`config.mk`:
```
export PLATFORM = sky130hd
export DESIGN_NAME = gcd_lcm_unit
export DESIGN_NICKNAME = d
export VERILOG_FILES = /design/src/design/gcd_lcm_pkg.sv /design/src/design/gcd_lcm_dp.sv /design/src/design/gcd_lcm_ctrl.sv /design/src/design/gcd_lcm_unit.sv
export SDC_FILE = /design/constraint.sdc
export NUM_CORES = 2
export LEC_CHECK = 0
export ABC_CLOCK_PERIOD_IN_PS = 12700
export BUFFER_PORTS_ARGS = -buffer_cell sky130_fd_sc_hd__buf_2
export CAP_MARGIN = 20
export CORE_UTILIZATION = 65
export DETAILED_ROUTE_END_ITERATION = 16
export PLACE_DENSITY = 0.81
export SYNTH_ARGS = -nofsm -noshare
export SYNTH_HDL_FRONTEND = slang
export SYNTH_HIERARCHICAL = 1
export SYNTH_SLANG_ARGS = --single-unit
```
`constraint.sdc`:
```
create_clock -name i_clk -period 12.7 [get_ports i_clk]
set_clock_uncertainty 0.15 [all_clocks]
set_input_delay 1.27 -clock i_clk [delete_from_list [all_inputs] [get_ports i_clk]]
set_output_delay 1.27 -clock i_clk [all_outputs]
set_load 0.01 [all_outputs]
```
`src/design/gcd_lcm_pkg.sv`:
```
// Shared types and constants for the gcd/lcm unit.
`default_nettype none

package gcd_lcm_pkg;

    localparam int unsigned GCD_OUT_W = 32;
    localparam int unsigned LCM_OUT_W = 64;

    typedef enum logic [2:0] {
        ST_IDLE,
        ST_GCD,
        ST_DIV,
        ST_MUL,
        ST_DONE
    } t_state;

    // Controller to datapath
    typedef struct packed {
        logic load;
        logic gcd_step;
        logic div_step;
        logic mul_load;
        logic out_load;
    } t_cmd;

    // Datapath to controller
    typedef struct packed {
        logic zero_case;
        logic gcd_done;
        logic div_last;
        logic out_busy;
    } t_sts;

endpackage

`default_nettype wire

```
`src/design/gcd_lcm_dp.sv`:
```
// Datapath: binary gcd, serial restoring divide, product and output register.
`default_nettype none

module gcd_lcm_dp #(
    parameter int unsigned OPERAND_WIDTH = 32
) (
    input  wire logic                            i_clk,
    input  wire logic                            i_rst_n,
    input  wire gcd_lcm_pkg::t_cmd               i_cmd,
    output gcd_lcm_pkg::t_sts                    o_sts,
    input  wire logic [31:0]                     i_first_operand,
    input  wire logic [31:0]                     i_second_operand,
    input  wire logic                            i_out_stall,
    output logic                                 o_out_valid,
    output logic [gcd_lcm_pkg::GCD_OUT_W-1:0]    o_gcd_value,
    output logic [gcd_lcm_pkg::LCM_OUT_W-1:0]    o_lcm_value
);
    import gcd_lcm_pkg::*;

    localparam int unsigned W     = OPERAND_WIDTH;
    localparam int unsigned CNT_W = $clog2(W);

    logic [W-1:0]     r_a, r_b, r_dvd, r_bo, r_g, r_rem;
    logic [CNT_W-1:0] r_k, r_cnt;
    logic             r_zero;
    logic [2*W-1:0]   r_prod;
    logic             r_out_valid;
    logic [GCD_OUT_W-1:0] r_gcd_out;
    logic [LCM_OUT_W-1:0] r_lcm_out;

    logic [W-1:0]   w_in_a, w_in_b;
    logic [W:0]     w_trial;
    logic           w_ge;
    logic [W:0]     w_rem_next;
    logic [2*W-1:0] w_prod;
    logic [W-1:0]   w_diff_ab, w_diff_ba;

    assign w_in_a     = i_first_operand[W-1:0];
    assign w_in_b     = i_second_operand[W-1:0];
    assign w_diff_ab  = r_a - r_b;
    assign w_diff_ba  = r_b - r_a;
    assign w_trial    = {r_rem, r_dvd[W-1]};
    assign w_ge       = w_trial >= {1'b0, r_g};
    assign w_rem_next = w_ge ? (w_trial - {1'b0, r_g}) : w_trial;
    assign w_prod     = r_dvd * r_bo;

    always_comb begin
        o_sts.zero_case = r_zero;
        o_sts.gcd_done  = (r_a == r_b);
        o_sts.div_last  = (r_cnt == '0);
        o_sts.out_busy  = r_out_valid & i_out_stall;
    end

    always_ff @(posedge i_clk) begin
        if (i_cmd.load) begin
            r_a    <= w_in_a;
            r_b    <= w_in_b;
            r_dvd  <= w_in_a;
            r_bo   <= w_in_b;
            r_k    <= '0;
            r_zero <= (w_in_a == '0) || (w_in_b == '0);
        end else if (i_cmd.gcd_step) begin
            if (r_a == r_b) begin
                // restore the common power of two and prime the divider
                r_g   <= r_a << r_k;
                r_rem <= '0;
                r_cnt <= CNT_W'(W - 1);
            end else if (!r_a[0] && !r_b[0]) begin
                r_a <= r_a >> 1;
                r_b <= r_b >> 1;
                r_k <= r_k + 1'b1;
            end else if (!r_a[0]) begin
                r_a <= r_a >> 1;
            end else if (!r_b[0]) begin
                r_b <= r_b >> 1;
            end else if (r_a > r_b) begin
                r_a <= w_diff_ab >> 1;
            end else begin
                r_b <= w_diff_ba >> 1;
            end
        end else if (i_cmd.div_step) begin
            r_rem <= w_rem_next[W-1:0];
            r_dvd <= {r_dvd[W-2:0], w_ge};
            r_cnt <= r_cnt - 1'b1;
        end else if (i_cmd.mul_load) begin
            r_prod <= w_prod;
        end
    end

    // Output register; frees as soon as the result transfer completes
    always_ff @(posedge i_clk) begin
        if (!i_rst_n) begin
            r_out_valid <= 1'b0;
        end else if (i_cmd.out_load) begin
            r_out_valid <= 1'b1;
        end else if (!i_out_stall) begin
            r_out_valid <= 1'b0;
        end
    end

    always_ff @(posedge i_clk) begin
        if (i_cmd.out_load) begin
            if (r_zero) begin
                r_gcd_out <= GCD_OUT_W'(r_a | r_b);
                r_lcm_out <= '0;
            end else begin
                r_gcd_out <= GCD_OUT_W'(r_g);
                r_lcm_out <= LCM_OUT_W'(r_prod);
            end
        end
    end

    assign o_out_valid = r_out_valid;
    assign o_gcd_value = r_gcd_out;
    assign o_lcm_value = r_lcm_out;

endmodule

`default_nettype wire

```
`src/design/gcd_lcm_ctrl.sv`:
```
// Controller: sequences gcd, divide, multiply and result hand-off.
`default_nettype none

module gcd_lcm_ctrl (
    input  wire logic              i_clk,
    input  wire logic              i_rst_n,
    input  wire logic              i_in_valid,
    output logic                   o_in_stall,
    input  wire gcd_lcm_pkg::t_sts i_sts,
    output gcd_lcm_pkg::t_cmd      o_cmd
);
    import gcd_lcm_pkg::*;

    t_state r_state, n_state;

    always_ff @(posedge i_clk) begin
        if (!i_rst_n) begin
            r_state <= ST_IDLE;
        end else begin
            r_state <= n_state;
        end
    end

    always_comb begin
        n_state    = r_state;
        o_cmd      = '0;
        o_in_stall = 1'b1;
        case (r_state)
            ST_IDLE: begin
                o_in_stall = 1'b0;
                if (i_in_valid) begin
                    o_cmd.load = 1'b1;
                    n_state    = ST_GCD;
                end
            end
            ST_GCD: begin
                if (i_sts.zero_case) begin
                    n_state = ST_DONE;
                end else begin
                    o_cmd.gcd_step = 1'b1;
                    if (i_sts.gcd_done) begin
                        n_state = ST_DIV;
                    end
                end
            end
            ST_DIV: begin
                o_cmd.div_step = 1'b1;
                if (i_sts.div_last) begin
                    n_state = ST_MUL;
                end
            end
            ST_MUL: begin
                o_cmd.mul_load = 1'b1;
                n_state        = ST_DONE;
            end
            ST_DONE: begin
                if (!i_sts.out_busy) begin
                    o_cmd.out_load = 1'b1;
                    n_state        = ST_IDLE;
                end
            end
            default: begin
                n_state = ST_IDLE;
            end
        endcase
    end

endmodule

`default_nettype wire

```
`src/design/gcd_lcm_unit.sv`:
```
// Top level of the gcd/lcm unit: controller plus datapath.
//
//   channel  | valid          | stall          | payload
//   ---------+----------------+----------------+-----------------------------------
//   input    | i_in_valid     | o_in_stall     | i_first_operand, i_second_operand
//   result   | o_out_valid    | i_out_stall    | o_gcd_value, o_lcm_value
//
// One pair at a time: accept, up to 2*OPERAND_WIDTH-1 binary gcd steps, OPERAND_WIDTH
// restoring divide steps for first/gcd, one multiply, one output load. A zero operand
// skips to the result.
// Synchronous active-low reset clears the controller and the result valid.
// A stalled result sits in the output register while the next pair is taken in;
// a finished pair then waits until that result has been transferred.
`default_nettype none

module gcd_lcm_unit #(
    parameter int unsigned OPERAND_WIDTH = 32
) (
    input  wire logic                            i_clk,
    input  wire logic                            i_rst_n,
    input  wire logic                            i_in_valid,
    output logic                                 o_in_stall,
    input  wire logic [31:0]                     i_first_operand,
    input  wire logic [31:0]                     i_second_operand,
    output logic                                 o_out_valid,
    input  wire logic                            i_out_stall,
    output logic [gcd_lcm_pkg::GCD_OUT_W-1:0]    o_gcd_value,
    output logic [gcd_lcm_pkg::LCM_OUT_W-1:0]    o_lcm_value
);
    import gcd_lcm_pkg::*;

    t_cmd w_cmd;
    t_sts w_sts;

    gcd_lcm_ctrl u_ctrl (
        .i_clk      (i_clk),
        .i_rst_n    (i_rst_n),
        .i_in_valid (i_in_valid),
        .o_in_stall (o_in_stall),
        .i_sts      (w_sts),
        .o_cmd      (w_cmd)
    );

    gcd_lcm_dp #(
        .OPERAND_WIDTH (OPERAND_WIDTH)
    ) u_dp (
        .i_clk            (i_clk),
        .i_rst_n          (i_rst_n),
        .i_cmd            (w_cmd),
        .o_sts            (w_sts),
        .i_first_operand  (i_first_operand),
        .i_second_operand (i_second_operand),
        .i_out_stall      (i_out_stall),
        .o_out_valid      (o_out_valid),
        .o_gcd_value      (o_gcd_value),
        .o_lcm_value      (o_lcm_value)
    );

endmodule

`default_nettype wire
```
==> qor.csv <==
stage,metric,value,unit
status,status,completed,
logic_synthesis,synthesized netlist cell count,5692,
logic_synthesis,post-synth top area share,32.8,%
logic_synthesis,syn_area_per_cell,9.64,um2
clock_network,Max clock buf depth,3,
worst_setup_path,worst setup path class,reg -> reg,
clock_network,CTS hold repair buffers,0,
worst_setup_path,Worst Setup End Kind,flop,
die,site row count,106,
clock_network,Post-CTS Setup Inserts,0,
placed_design,Final GP Congestion,1.01,
clock_network,Clock Tree Root,clkbuf_16,
sta,minimum clock period,9.36,ns
worst_hold_path,hold path cells,1,
worst_setup_path,r2r worst-path depth,23,
clock_network,"Clk Latency, worst-skew pair",0.64,ns
logic_synthesis,synthesized net count,7052,
global_routing,largest net degree at the start of global routing,179,
die,core area,83600,um2
drt,routed wire length per instance,22.7,um
die,Ports,166,
worst_setup_path,Register-to-Register Setup Slack,3.34,ns
worst_setup_path,worst-path maximum fanout,32,
sta,final cycle utilization of the critical path,73.7,%
clock_network,Clock transition at path regs,0.06,ns
drt,Residual DRC,0,
logic_synthesis,Post-synth EDFFs,358,
drt,DRT antenna net count,0,
global_routing,total global routing overflow,0,
clock_network,post-CTS resize count,0,
layout,final-stage net count,7036,
logic_synthesis,Synth area leader,fa_1,
worst_setup_path,Critical Path RT,12.92,ns
layout,Multi-input gate area,38800,um2
sta,final hold vios,0,
clock_network,TritonCTS Sinks,367,
sta,measured slew at the worst slew-check pin,1.14,ns
sta,# setup viols final,0,
sta,Final Max Slew Viols,0,
drt,initial DRC count,4337,
layout,Seq. cell area,10900,um2
clock_network,CTS Buf Count,44,
die,die height,293,um
run,Max Cap Violations,0,
clock_network,TritonCTS clock tree,built,
sta,Rel. slew slack,23.8,%
drt,Pre-Repair DR Iteration Count,6,
die,Die W,293,um
placed_design,placed cell area,56500,um2
global_routing,initial antenna violation count,10,
worst_hold_path,min-delay src,u_dp/r_prod[62],
layout,Final Instance Area,58000,um2
layout,FILL cells,6303,
placed_design,DP Wirelength,119000,um
sta,RSZ-0062 raised after global routing,false,
logic_synthesis,Synth Cell Area,54900,um2
global_routing,GRT Util Overall,36.7,%
logic_synthesis,"Top FF cell, synth",edfxtp_1,
logic_synthesis,Post-synth ARST share,0,%
die,Initial Utilization,65.7,%
worst_hold_path,Hold WC Path Type,reg -> reg,
drt,Via-to-Cell Ratio,6.13,
die,total die area,85600,um2
sta,Fmax,0.107,GHz
worst_setup_path,arrival time at the worst endpoint,9.58,ns
sta,Final TNS setup,0,ns
layout,layout cells sized above 1,7.18,%
worst_setup_path,R2R Path End,u_dp/r_prod[63],
worst_hold_path,Worst Hold Path EP,u_dp/o_lcm_value[62],
logic_synthesis,warnings from Yosys,6,
drt,Post-Route WL,154000,um
drt,vias after detailed routing,41700,
worst_setup_path,worst r2r src,u_dp/r_bo[2],
logic_synthesis,synth top area cells,"fa_1 (33%), edfxtp_1 (20%), ha_1 (9.0%)",
worst_setup_path,critical path launch point type,flop,
logic_synthesis,register bit total from synthesis,367,
global_routing,vias in the first global route,43100,
global_routing,first-pass GRT wire length,240000,um
layout,"commonest non-fill, non-tap cell in the layout",inv_1,
logic_synthesis,"Seq/Total Area, Yosys",19.9,%
placed_design,buffers added on ports,165,
logic_synthesis,"Distinct cells, synth",85,
layout,Syn-to-layout area delta,5.76,%
layout,most frequent cells in the layout,"inv_1 (1048), fa_1 (899), and2_1 (605)",
clock_network,# H-tree levels,2,
==> synthesized netlist by cell type (all sizes together) (12+ instances only) <==
| cell | count |
|---|---|
| clkbuf | 285 |
| or3 | 12 |
| a221oi | 23 |
| nor2b | 97 |
| o21ai | 125 |
| o21bai | 42 |
| o221ai | 12 |
| mux2 | 34 |
| xor2 | 35 |
| o21a | 13 |
| o211ai | 13 |
| nor4 | 31 |
| mux2i | 81 |
| a21o | 53 |
| and2 | 606 |
| nor3 | 30 |
| a31oi | 23 |
| inv | 1049 |
| mux4 | 13 |
| and3 | 17 |
| xnor2 | 110 |
| a311oi | 21 |
| buf | 26 |
| nor2 | 217 |
| nand2 | 585 |
| fa | 899 |
| nand3 | 41 |
| ha | 393 |
| nand4 | 31 |
| nand2b | 18 |
| a21oi | 244 |
| edfxtp | 358 |
| o31ai | 15 |
| a211oi | 21 |
==> metal layers <==
layer | track usage [%] | wire length [um] | vias to the layer above | share of wire (%)
met5 | 0 | 32 | - | 0.021
met4 | 20.3 | 9780 | 6 | 6.3
met3 | 9.25 | 17200 | 508 | 11
met2 | 56.8 | 70000 | 2479 | 45
met1 | 47.5 | 57100 | 20800 | 37
li1 | - | - | 17900 | -
==> logic make-up (layout without fill, tap and decap cells) <==
group           count (synthesis)  in the layout  synth area share, %
xor+xnor                      145            145                 2.31
fa+ha+maj                    1292           1292                 41.8
other cells                     0              8                    0
mux                           128            128                 2.71
compound gates                684            684                 8.03
simple gates                 1713           1713                 15.8
flops                         367            367                 19.9
buf+inv                      1363           1381                 9.43
==> final cells by class <==
| class | count | share of cell area [%] |
|---|---|---|
| multi-input cells | 3962 | 66.9 |
| flip-flops and latches | 367 | 18.8 |
| inverters | 1052 | 6.80 |
| repair buffers | 249 | 2.61 |
| well taps | 1080 | 2.33 |
| clock buffers | 48 | 1.92 |
| clock inverters | 32 | 0.582 |
| diodes | 8 | 0.0345 |
==> sequential cells by signal, indices dropped and copies added, names as in the netlist, 3 cells and up <==
name / count
u_dp/r_k: 5
u_dp/r_prod: 64
u_dp/r_cnt: 5
u_dp/r_a: 32
u_dp/r_b: 32
u_dp/r_g: 32
u_dp/o_lcm_value: 64
u_dp/o_gcd_value: 32
u_dp/r_bo: 32
u_dp/r_dvd: 32
u_dp/r_rem: 32
u_ctrl/r_state: 3
==> worst max path at each step <==
stage                       from               to  slack, ns  depth (start not counted)
floorplan             i_in_valid   u_dp/r_prod[0]       2.79                          6
global placement    u_dp/r_bo[2]  u_dp/r_prod[63]       3.82                         23
detailed placement  u_dp/r_bo[3]  u_dp/r_prod[63]       3.64                         23
CTS                 u_dp/r_bo[3]  u_dp/r_prod[63]       3.62                         23
global route        u_dp/r_bo[3]  u_dp/r_prod[63]       3.12                         23
finish              u_dp/r_bo[2]  u_dp/r_prod[63]       3.34                         23
==> metrics by stage <==
stage | setup WS [ns] | hold WS [ns] | utilization [%] | std cells
5_1_grt | 3.12 | 0.399 | 69.4 | 6796
2_1_floorplan | 2.79 | 0.354 | - | 5692
3_5_place_dp | 3.64 | 0.369 | 67.6 | 6707
4_1_cts | 3.62 | 0.375 | 69.3 | 6787
6_report | 3.34 | 0.378 | 69.5 | 6798
3_3_place_gp | 3.82 | 0.361 | 67.6 | 6707
==> critical path: stages (launching register included) <==
cell	delay [ns]
edfxtp_1	0.84
and2_1	0.39
fa_1	0.54
inv_1	0.06
fa_1	0.51
fa_1	0.46
fa_1	0.56
inv_1	0.06
fa_1	0.50
inv_1	0.05
fa_1	0.53
inv_1	0.05
fa_1	0.49
fa_1	0.42
ha_1	0.44
nand3_1	0.19
or3_1	0.41
or3_1	0.41
a211oi_2	0.54
o21ai_0	0.48
nand3_1	0.40
nand3_1	0.19
a211oi_1	0.31
xnor2_1	0.11
Power is not shown: default switching activity piles up to over one toggle a cycle in this logic, so the estimate is an artifact.
